### config.mk
export PLATFORM = sky130hd
export DESIGN_NAME = max_drawdown_tracker_top_flat
export DESIGN_NICKNAME = d
export VERILOG_FILES = /design/src/hw/rtl/mdd_pkg.sv /design/src/hw/rtl/mdd_if.sv /design/src/hw/rtl/mdd_div.sv /design/src/hw/rtl/max_drawdown_tracker_top.sv /design/src/flat_wrapper.sv
export SDC_FILE = /design/constraint.sdc
export NUM_CORES = 1
export LEC_CHECK = 0
export BUFFER_PORTS_ARGS = -buffer_cell sky130_fd_sc_hd__buf_2
export CELL_PAD_IN_SITES_DETAIL_PLACEMENT = 0
export CELL_PAD_IN_SITES_GLOBAL_PLACEMENT = 2
export CORE_ASPECT_RATIO = 0.9
export CORE_UTILIZATION = 42
export DETAILED_ROUTE_END_ITERATION = 12
export PLACE_DENSITY = 0.95
export SYNTH_ARGS = -nofsm -noshare
export SYNTH_HDL_FRONTEND = slang
export SYNTH_HIERARCHICAL = 1
export SYNTH_SLANG_ARGS = --single-unit
### constraint.sdc
create_clock -name clk -period 23.4 [get_ports clk]
set_input_delay 1.17 -clock clk [delete_from_list [all_inputs] [get_ports clk]]
set_output_delay 1.17 -clock clk [all_outputs]
set_load 0.03 [all_outputs]
### src/hw/rtl/mdd_pkg.sv
package mdd_pkg;

	// Payload widths of the channels.
	localparam int FUND_W  = 48;
	localparam int RATIO_W = 17;
	localparam int POS_W   = 12;
	localparam int SUM_W   = 32;

	// Defaults of the top-level parameters.
	localparam int MAX_SAMPLES_DEF         = 4096;
	localparam int VALUE_BITS_DEF          = 48;
	localparam int RATIO_FRACTION_BITS_DEF = 16;

endpackage

### src/hw/rtl/mdd_if.sv
interface mdd_in_if;
	logic                       valid;
	logic                       ready;
	logic [mdd_pkg::FUND_W-1:0] fund_value;
	logic                       series_end;

	modport source (output valid, output fund_value, output series_end, input ready);
	modport sink (input valid, input fund_value, input series_end, output ready);
endinterface

interface mdd_out_if;
	logic                        valid;
	logic                        ready;
	logic [mdd_pkg::RATIO_W-1:0] drawdown_ratio;
	logic [mdd_pkg::POS_W-1:0]   peak_position;
	logic [mdd_pkg::POS_W-1:0]   trough_position;
	logic [mdd_pkg::SUM_W-1:0]   ratio_sum;

	modport source (output valid, output drawdown_ratio, output peak_position,
		output trough_position, output ratio_sum, input ready);
	modport sink (input valid, input drawdown_ratio, input peak_position,
		input trough_position, input ratio_sum, output ready);
endinterface

### src/hw/rtl/mdd_div.sv
// Restoring fraction divider: quot = floor(dividend * 2^FRAC_BITS / divisor),
// one quotient bit per cycle. Requires dividend < divisor.
module mdd_div #(
	parameter int VALUE_BITS = mdd_pkg::VALUE_BITS_DEF,
	parameter int FRAC_BITS  = mdd_pkg::RATIO_FRACTION_BITS_DEF
) (
	input  logic                  clk,
	input  logic                  arst_n,
	input  logic                  start,
	input  logic [VALUE_BITS-1:0] dividend,
	input  logic [VALUE_BITS-1:0] divisor,
	output logic                  done,
	output logic [FRAC_BITS-1:0]  quot
);
	import mdd_pkg::*;

	localparam int CW = $clog2(FRAC_BITS + 1);

	logic [VALUE_BITS-1:0] rem_q;
	logic [VALUE_BITS-1:0] div_q;
	logic [FRAC_BITS-1:0]  quot_q;
	logic [CW-1:0]         cnt_q;
	logic                  busy_q;
	logic                  done_q;

	logic [VALUE_BITS:0]   shifted;
	logic [VALUE_BITS:0]   trial;
	logic                  fits;

	always_comb begin
		shifted = {rem_q, 1'b0};
		trial   = shifted - {1'b0, div_q};
		fits    = shifted >= {1'b0, div_q};
	end

	always_ff @(posedge clk or negedge arst_n) begin
		if (!arst_n) begin
			busy_q <= 1'b0;
			done_q <= 1'b0;
			cnt_q  <= '0;
		end else begin
			done_q <= 1'b0;
			if (start) begin
				busy_q <= 1'b1;
				cnt_q  <= CW'(FRAC_BITS);
			end else if (busy_q) begin
				cnt_q <= cnt_q - CW'(1);
				if (cnt_q == CW'(1)) begin
					busy_q <= 1'b0;
					done_q <= 1'b1;
				end
			end
		end
	end

	always_ff @(posedge clk) begin
		if (start) begin
			rem_q  <= dividend;
			div_q  <= divisor;
			quot_q <= '0;
		end else if (busy_q) begin
			rem_q  <= fits ? trial[VALUE_BITS-1:0] : shifted[VALUE_BITS-1:0];
			quot_q <= {quot_q[FRAC_BITS-2:0], fits};
		end
	end

	assign done = done_q;
	assign quot = quot_q;

endmodule

### src/hw/rtl/max_drawdown_tracker_top.sv
// Streaming maximum drawdown tracker. Each input item carries one unsigned fund
// value and a flag that marks the last sample of a series. The block keeps the
// running peak (earliest occurrence wins on ties), forms the drop ratio
// (peak - value) / peak as an unsigned Q1.RATIO_FRACTION_BITS fraction truncated
// toward zero, and remembers the largest ratio with its peak and trough sample
// positions. A zero value gives exactly 1.0, and a zero peak gives 0. On the
// last item of a series one result item is sent: the maximum ratio, both
// positions and a saturating 32-bit sum of the maximum ratios of all finished
// series; then the per-series state is cleared. One item at a time is worked
// on. An item that needs a division waits for the shared divider, which retires
// one quotient bit per cycle; an item with a zero value, a zero peak or no drop
// skips the divider. A last item takes one step more, and it waits in that
// final step for as long as the output register is full and not draining.
module max_drawdown_tracker_top #(
	parameter int MAX_SAMPLES         = mdd_pkg::MAX_SAMPLES_DEF,
	parameter int VALUE_BITS          = mdd_pkg::VALUE_BITS_DEF,
	parameter int RATIO_FRACTION_BITS = mdd_pkg::RATIO_FRACTION_BITS_DEF
) (
	input  logic        clk,
	input  logic        arst_n,
	mdd_in_if.sink      samples,
	mdd_out_if.source   results
);
	import mdd_pkg::*;

	localparam int VB = VALUE_BITS;
	localparam int FB = RATIO_FRACTION_BITS;
	localparam int RB = FB + 1;
	localparam int IW = $clog2(MAX_SAMPLES);
	localparam logic [IW-1:0] LAST_IDX = IW'(MAX_SAMPLES - 1);

	typedef enum logic [2:0] {
		S_IDLE,
		S_PEAK,
		S_PREP,
		S_DIV,
		S_BEST,
		S_EMIT
	} state_t;

	state_t state_q;

	// Sample being worked on.
	logic [VB-1:0] value_q;
	logic          last_q;
	logic [VB-1:0] value_in;

	// Per-series state.
	logic [VB-1:0] peak_q;
	logic [IW-1:0] peak_idx_q;
	logic [IW-1:0] sample_idx_q;
	logic [RB-1:0] ratio_q;
	logic [RB-1:0] best_ratio_q;
	logic [IW-1:0] best_peak_q;
	logic [IW-1:0] best_trough_q;
	logic [SUM_W-1:0] total_q;

	// Output register.
	logic          out_valid_q;
	logic [RB-1:0] out_ratio_q;
	logic [IW-1:0] out_peak_q;
	logic [IW-1:0] out_trough_q;
	logic [SUM_W-1:0] out_sum_q;

	logic          div_start;
	logic          div_done;
	logic [FB-1:0] div_quot;
	logic [VB-1:0] diff;
	logic [SUM_W:0] sum_wide;

	// Bits of fund_value above VALUE_BITS are ignored.
	generate
		if (VB > FUND_W) begin : g_val_ext
			assign value_in = {{(VB - FUND_W){1'b0}}, samples.fund_value};
		end else begin : g_val_cut
			assign value_in = samples.fund_value[VB-1:0];
		end
	endgenerate

	assign samples.ready = (state_q == S_IDLE);

	assign diff      = peak_q - value_q;
	assign div_start = (state_q == S_PREP) && (peak_q != '0) && (value_q < peak_q)
		&& (value_q != '0);
	assign sum_wide  = {1'b0, total_q} + (SUM_W + 1)'(best_ratio_q);

	mdd_div #(
		.VALUE_BITS (VB),
		.FRAC_BITS  (FB)
	) u_div (
		.clk      (clk),
		.arst_n   (arst_n),
		.start    (div_start),
		.dividend (diff),
		.divisor  (peak_q),
		.done     (div_done),
		.quot     (div_quot)
	);

	always_ff @(posedge clk or negedge arst_n) begin
		if (!arst_n) begin
			state_q       <= S_IDLE;
			value_q       <= '0;
			last_q        <= 1'b0;
			peak_q        <= '0;
			peak_idx_q    <= '0;
			sample_idx_q  <= '0;
			ratio_q       <= '0;
			best_ratio_q  <= '0;
			best_peak_q   <= '0;
			best_trough_q <= '0;
			total_q       <= '0;
			out_valid_q   <= 1'b0;
			out_ratio_q   <= '0;
			out_peak_q    <= '0;
			out_trough_q  <= '0;
			out_sum_q     <= '0;
		end else begin
			// The final step refills the output register itself when it drains.
			if (out_valid_q && results.ready && (state_q != S_EMIT)) begin
				out_valid_q <= 1'b0;
			end
			case (state_q)
				S_IDLE: begin
					if (samples.valid) begin
						value_q <= value_in;
						last_q  <= samples.series_end;
						state_q <= S_PEAK;
					end
				end
				S_PEAK: begin
					// A strictly larger value becomes the new peak.
					if (value_q > peak_q) begin
						peak_q     <= value_q;
						peak_idx_q <= sample_idx_q;
					end
					state_q <= S_PREP;
				end
				S_PREP: begin
					if (div_start) begin
						state_q <= S_DIV;
					end else begin
						// No drop gives 0; a zero sample under a nonzero peak is exactly 1.0.
						if ((peak_q != '0) && (value_q < peak_q)) begin
							ratio_q <= {1'b1, {FB{1'b0}}};
						end else begin
							ratio_q <= '0;
						end
						state_q <= S_BEST;
					end
				end
				S_DIV: begin
					if (div_done) begin
						ratio_q <= {1'b0, div_quot};
						state_q <= S_BEST;
					end
				end
				S_BEST: begin
					if (ratio_q > best_ratio_q) begin
						best_ratio_q  <= ratio_q;
						best_peak_q   <= peak_idx_q;
						best_trough_q <= sample_idx_q;
					end
					if (sample_idx_q != LAST_IDX) begin
						sample_idx_q <= sample_idx_q + IW'(1);
					end
					state_q <= last_q ? S_EMIT : S_IDLE;
				end
				S_EMIT: begin
					if (!out_valid_q || results.ready) begin
						out_valid_q  <= 1'b1;
						out_ratio_q  <= best_ratio_q;
						out_peak_q   <= best_peak_q;
						out_trough_q <= best_trough_q;
						if (sum_wide[SUM_W]) begin
							total_q   <= '1;
							out_sum_q <= '1;
						end else begin
							total_q   <= sum_wide[SUM_W-1:0];
							out_sum_q <= sum_wide[SUM_W-1:0];
						end
						peak_q        <= '0;
						peak_idx_q    <= '0;
						sample_idx_q  <= '0;
						best_ratio_q  <= '0;
						best_peak_q   <= '0;
						best_trough_q <= '0;
						state_q       <= S_IDLE;
					end
				end
				default: begin
					state_q <= S_IDLE;
				end
			endcase
		end
	end

	assign results.valid     = out_valid_q;
	assign results.ratio_sum = out_sum_q;

	generate
		if (RB >= RATIO_W) begin : g_ratio_cut
			assign results.drawdown_ratio = out_ratio_q[RATIO_W-1:0];
		end else begin : g_ratio_ext
			assign results.drawdown_ratio = {{(RATIO_W - RB){1'b0}}, out_ratio_q};
		end
		if (IW >= POS_W) begin : g_pos_cut
			assign results.peak_position   = out_peak_q[POS_W-1:0];
			assign results.trough_position = out_trough_q[POS_W-1:0];
		end else begin : g_pos_ext
			assign results.peak_position   = {{(POS_W - IW){1'b0}}, out_peak_q};
			assign results.trough_position = {{(POS_W - IW){1'b0}}, out_trough_q};
		end
	endgenerate

endmodule

### src/flat_wrapper.sv
// flat-port wrapper written by rule: the top's interface ports become plain ports
module max_drawdown_tracker_top_flat import mdd_pkg::*;
#(
	parameter int MAX_SAMPLES         = mdd_pkg::MAX_SAMPLES_DEF,
	parameter int VALUE_BITS          = mdd_pkg::VALUE_BITS_DEF,
	parameter int RATIO_FRACTION_BITS = mdd_pkg::RATIO_FRACTION_BITS_DEF
)
  (clk, arst_n, samples_valid, samples_fund_value, samples_series_end, samples_ready, results_valid, results_drawdown_ratio, results_peak_position, results_trough_position, results_ratio_sum, results_ready);
  mdd_in_if samples_i ();
  mdd_out_if results_i ();
  input  logic clk;
  input  logic arst_n;
  input wire logic [$bits(samples_i.valid)-1:0] samples_valid;
  input wire logic [$bits(samples_i.fund_value)-1:0] samples_fund_value;
  input wire logic [$bits(samples_i.series_end)-1:0] samples_series_end;
  output wire logic [$bits(samples_i.ready)-1:0] samples_ready;
  output wire logic [$bits(results_i.valid)-1:0] results_valid;
  output wire logic [$bits(results_i.drawdown_ratio)-1:0] results_drawdown_ratio;
  output wire logic [$bits(results_i.peak_position)-1:0] results_peak_position;
  output wire logic [$bits(results_i.trough_position)-1:0] results_trough_position;
  output wire logic [$bits(results_i.ratio_sum)-1:0] results_ratio_sum;
  input wire logic [$bits(results_i.ready)-1:0] results_ready;
  assign samples_i.valid = samples_valid;
  assign samples_i.fund_value = samples_fund_value;
  assign samples_i.series_end = samples_series_end;
  assign samples_ready = samples_i.ready;
  assign results_valid = results_i.valid;
  assign results_drawdown_ratio = results_i.drawdown_ratio;
  assign results_peak_position = results_i.peak_position;
  assign results_trough_position = results_i.trough_position;
  assign results_ratio_sum = results_i.ratio_sum;
  assign results_i.ready = results_ready;
  max_drawdown_tracker_top #(.MAX_SAMPLES(MAX_SAMPLES), .VALUE_BITS(VALUE_BITS), .RATIO_FRACTION_BITS(RATIO_FRACTION_BITS)) u_core (.clk(clk), .arst_n(arst_n), .samples(samples_i), .results(results_i));
endmodule
==> Flow_metrics.wiki <==
{| class="wikitable"
! Metric !! Value
|-
| Outcome || completed
|-
| Detailed placer's ending HPWL || 45000 um
|-
| Maximum number of pins on one net before global-route repair || 128
|-
| Worst-path cell with the longest stage delay || sky130_fd_sc_hd__or2_2
|-
| Worst Tran Pin Value || 1.19 ns
|-
| Buffers inserted during post-CTS setup optimization || 0
|-
| Power consumption || 4400 uW
|-
| Antenna violations before repair || 5
|-
| Longest individual stage delay on the worst path || 1.01 ns
|-
| Violation count after the first detailed-route iteration || 1241
|-
| Number of nets still failing antenna checks after routing || 0
|-
| Worst path cell trace || ha_1 > fa_1 > nand2b_1 > a211oi_1 > o311ai_1 > a21oi_1 > a211oi_1 > o22a_1 > nor3b_2 > buf_12 > or2_2
|-
| Final count of negative-setup-slack endpoints || 0
|-
| Remaining global-route overflow || 0
|-
| RSZ-0062 raised after global routing || no
|-
| Synth Instances || 2540
|-
| Crit share post-route || 20.3%
|-
| Synth Area in Compound Gates || 17.4%
|-
| Leakage dissipation || 0.0117 uW
|-
| Final Hold Fails || 0
|-
| Buffers from clock root to sink, at most || 3
|-
| Layout cells sized above 1 || 9.88%
|-
| Hold slack final || 0.465 ns
|-
| Top routing layer in use || met5
|-
| Power per unit of standard cell area || 176 mW/mm2
|-
| Largest family of logic cells by synthesized area || simple AND/OR/NAND/NOR gates
|-
| Die extent in y || 222 um
|-
| Sequential element share of the synthesized area || 43.5%
|-
| Floorplan die width || 246 um
|-
| Worst hold path class || reg -> reg
|-
| Worst Path Buf+Inv || 1
|-
| Count of maximum capacitance violations || 0
|-
| P_sw || 2050 uW
|-
| Net count of the mapped netlist || 2729
|-
| Max-slew violation count || 0
|-
| Setup clock skew after layout || 0.0244 ns
|-
| Internal portion of total power || 2340 uW
|-
| Fraction of registers with async set or reset after synthesis || 70.1%
|-
| Buffer type at the clock tree root || sky130_fd_sc_hd__clkbuf_16
|-
| Total global-route track usage || 22.5%
|-
| Minimum clock period || 4.75 ns
|-
| Initial core utilization || 42.5%
|-
| Number of global-route vias before repair || 18200
|-
| Top FF cell, synth || sky130_fd_sc_hd__dfrtp_1
|-
| Distinct cells, synth || 87
|-
| Routed WL || 61600 um
|-
| Fraction of power consumed by combinational cells || 56.7%
|-
| Fraction of power spent switching nets || 46.7%
|-
| Sequential share of power || 27.8%
|-
| Drc violations || 0
|-
| I/O pin count || 128
|-
| Instance area at placement || 0.0236 mm2
|-
| Synth Area in Adders || 7.66%
|-
| First-pass GRT wire length || 98500 um
|-
| Final standard cell area without fillers || 0.0250 mm2
|-
| Required time at the worst-slack endpoint || 23.57 ns
|-
| Clock sink count || 375
|-
| Number of enable-type register cells in the synthesized netlist || 96
|-
| Die footprint || 0.0545 mm2
|-
| Total iterations of the first detailed-routing run || 5
|-
| Final nets || 2777
|-
| Met3 routed WL || 3060 um
|-
| Placer Congestion || 0.908
|-
| Critical path startpoint category || flip-flop
|-
| Worst-Skew Late Latency || 0.58 ns
|-
| # rows || 80
|-
| Part of the total power dissipated in the clock network || 15.5%
|-
| CTS tree || yes
|-
| Clk slew on worst S/H paths || 0.06 ns
|-
| Routed vias/inst || 5.52
|-
| Max frequency || 210 MHz
|-
| Maximum net fanout on the critical path || 112
|-
| Share of synthesized area spent on multiplexers || 4.41%
|-
| Mapped Area || 0.0225 mm2
|-
| Type of the worst setup path || reg -> reg
|-
| Average size of a mapped cell || 8.86 um2
|-
| Kind of cell adding the most delay to the critical path || simple AND/OR/NAND/NOR gates
|-
| Vias after detailed routing || 18300
|-
| Met2 routed wirelength || 27500 um
|-
| Sum Neg Setup Slack || 0 ns
|-
| Total of buffers placed on input and output ports || 127
|-
| Layout area overhead || 11.3%
|-
| Flop and latch count out of synthesis || 375
|-
| Routed metal-1 wire length || 29400 um
|-
| Critical path capture point type || flip-flop
|-
| IR drop worst, VDD || 0.000124 V
|-
| Endpoint arrival time on the critical path || 4.92 ns
|-
| Worst max-slew margin expressed relative to the limit || 21.0%
|-
| Xor and xnor fraction of the mapped netlist area || 4.40%
|-
| Placeable core region || 0.0530 mm2
|-
| Wire per inst || 18.6 um
|-
| CTS HTree Levels || 2
|-
| Simple-gate area share of the yosys netlist || 17.4%
|-
| Most repeated library cell on the critical path || sky130_fd_sc_hd__a211oi_1
|-
| Hold-fix buffer count after cts || 0
|-
| Number of CTS-inserted buffers || 42
|-
| Synthesis Warnings || 6
|-
| Number of gates resized after cts || 0
|}
-- registers in the layout, summed over array words and instances (netlist names), 16 cells and up --
| name | cells |
|---|---|
| u_core/peak_q | 48 |
| u_core/u_div/div_q | 48 |
| u_core/u_div/rem_q | 48 |
| u_core/value_q | 48 |
| u_core/results.ratio_sum | 32 |
| u_core/best_ratio_q | 17 |
| u_core/ratio_q | 17 |
| u_core/results.drawdown_ratio | 17 |
| u_core/u_div/quot | 16 |
-- Yosys cell counts (all sizes together) (3+ instances only) --
cell type / number / area, um2
or3: 12 / 75.1
o31ai: 15 / 113
a41oi: 4 / 35.0
a31o: 5 / 43.8
o21ai: 252 / 1260
and2: 13 / 81.3
o21a: 30 / 225
a21boi: 3 / 22.5
mux2: 26 / 293
a211oi: 22 / 175
a21oi: 164 / 825
nand2b: 16 / 100
dfrtp: 263 / 6580
edfxtp: 96 / 2880
or4: 5 / 37.5
xor2: 51 / 447
and4: 8 / 72.6
xnor2: 62 / 543
nand2: 488 / 1830
nand4: 62 / 388
a211o: 5 / 43.8
and3: 25 / 163
nor4: 30 / 188
or2: 6 / 37.5
o211ai: 12 / 90.1
o21bai: 16 / 120
o31a: 4 / 36.3
a21o: 61 / 458
nand3b: 5 / 37.5
a31oi: 28 / 175
ha: 133 / 1660
nor3b: 4 / 30.0
inv: 169 / 634
dfxtp: 16 / 320
nor2b: 16 / 100
fa: 3 / 60.1
nor2: 116 / 435
a2bb2oi: 3 / 26.3
nor3: 27 / 135
clkbuf: 99 / 373
mux2i: 70 / 701
buf: 37 / 193
nand3: 22 / 120
-- path summary, 6_finish.rpt --
kind / startpoint / slack, ns / depth (start not counted) / endpoint
max: u_core/value_q[0] / 18.65 / 11 / u_core/u_div/rem_q[33]
min: u_core/best_trough_q[9] / 0.46 / 2 / u_core/results.trough_position[9]
max reg2reg: u_core/value_q[0] / 18.65 / 11 / u_core/u_div/rem_q[33]
min reg2reg: u_core/best_trough_q[9] / 0.46 / 2 / u_core/results.trough_position[9]
max in group asynchronous: arst_n / 21.18 / 2 / u_core/peak_q[29]
min in group asynchronous: arst_n / 0.68 / 1 / u_core/best_trough_q[7]
-- area by class of cell --
class	count	area (um2)
diodes	2	5.00
clock buffers	64	1260
clock inverters	14	179
fillers	4984	27900
inverters	169	634
multi-input cells	1860	11600
flip-flops and latches	375	9780
well taps	697	872
repair buffers	140	756
-- logic make-up (layout without fill, tap and decap cells) --
logic type | count (synthesis) | in the layout
simple gates | 863 | 863
compound gates | 652 | 652
flops | 375 | 375
buf+inv | 305 | 387
fa+ha+maj | 136 | 136
xor+xnor | 113 | 113
mux | 96 | 96
other cells | 0 | 2
-- worst reg2reg max path, cell delays in order (launching register included) --
cell	delay [ns]
sky130_fd_sc_hd__dfrtp_1	0.41
sky130_fd_sc_hd__ha_1	0.24
sky130_fd_sc_hd__fa_1	0.40
sky130_fd_sc_hd__nand2b_1	0.18
sky130_fd_sc_hd__a211oi_1	0.36
sky130_fd_sc_hd__o311ai_1	0.26
sky130_fd_sc_hd__a21oi_1	0.23
sky130_fd_sc_hd__a211oi_1	0.15
sky130_fd_sc_hd__o22a_1	0.31
sky130_fd_sc_hd__nor3b_2	0.25
sky130_fd_sc_hd__buf_12	0.48
sky130_fd_sc_hd__or2_2	1.07
-- metal layers --
metal / up-vias / GRT usage, %
li1: 9009 / -
met1: 8806 / 32.2
met2: 410 / 34.9
met3: 88 / 3.44
met4: 8 / 7.01
met5: - / 0
-- power by group through the flow --
| stage | registers (uW) | logic (uW) | clock network, uW |
|---|---|---|---|
| 3_5_place_dp | 1230 | 2450 | 0 |
| 5_1_grt | 1260 | 2750 | 720 |
| 6_report | 1220 | 2490 | 681 |
| 4_1_cts | 1220 | 2470 | 700 |
| 3_3_place_gp | 1220 | 2430 | 0 |
| 2_1_floorplan | 1250 | 1760 | 0 |
-- through the flow --
stage                     instances  worst slack, ns  utilization, %
after floorplan                2540            15.87               -
final                          3321            18.65            47.3
after CTS                      3319            18.58            47.3
after global routing           3319            18.26            47.3
after detailed placement       3241            18.61            44.6
after global placement         3241            18.73            44.6
-- layout by cell type, fill, tap and decap left out, drive strengths merged, types with 61 or more instances in the layout --
cell type    n
ha         133
clkbuf      64
a21o        61
inv        171
mux2i       70
dfrtp      263
a21oi      164
buf        140
nand4       62
nor2       116
o21ai      252
edfxtp      96
nand2      488
xnor2       62
Note: power is estimated with default switching activity, not from simulation.
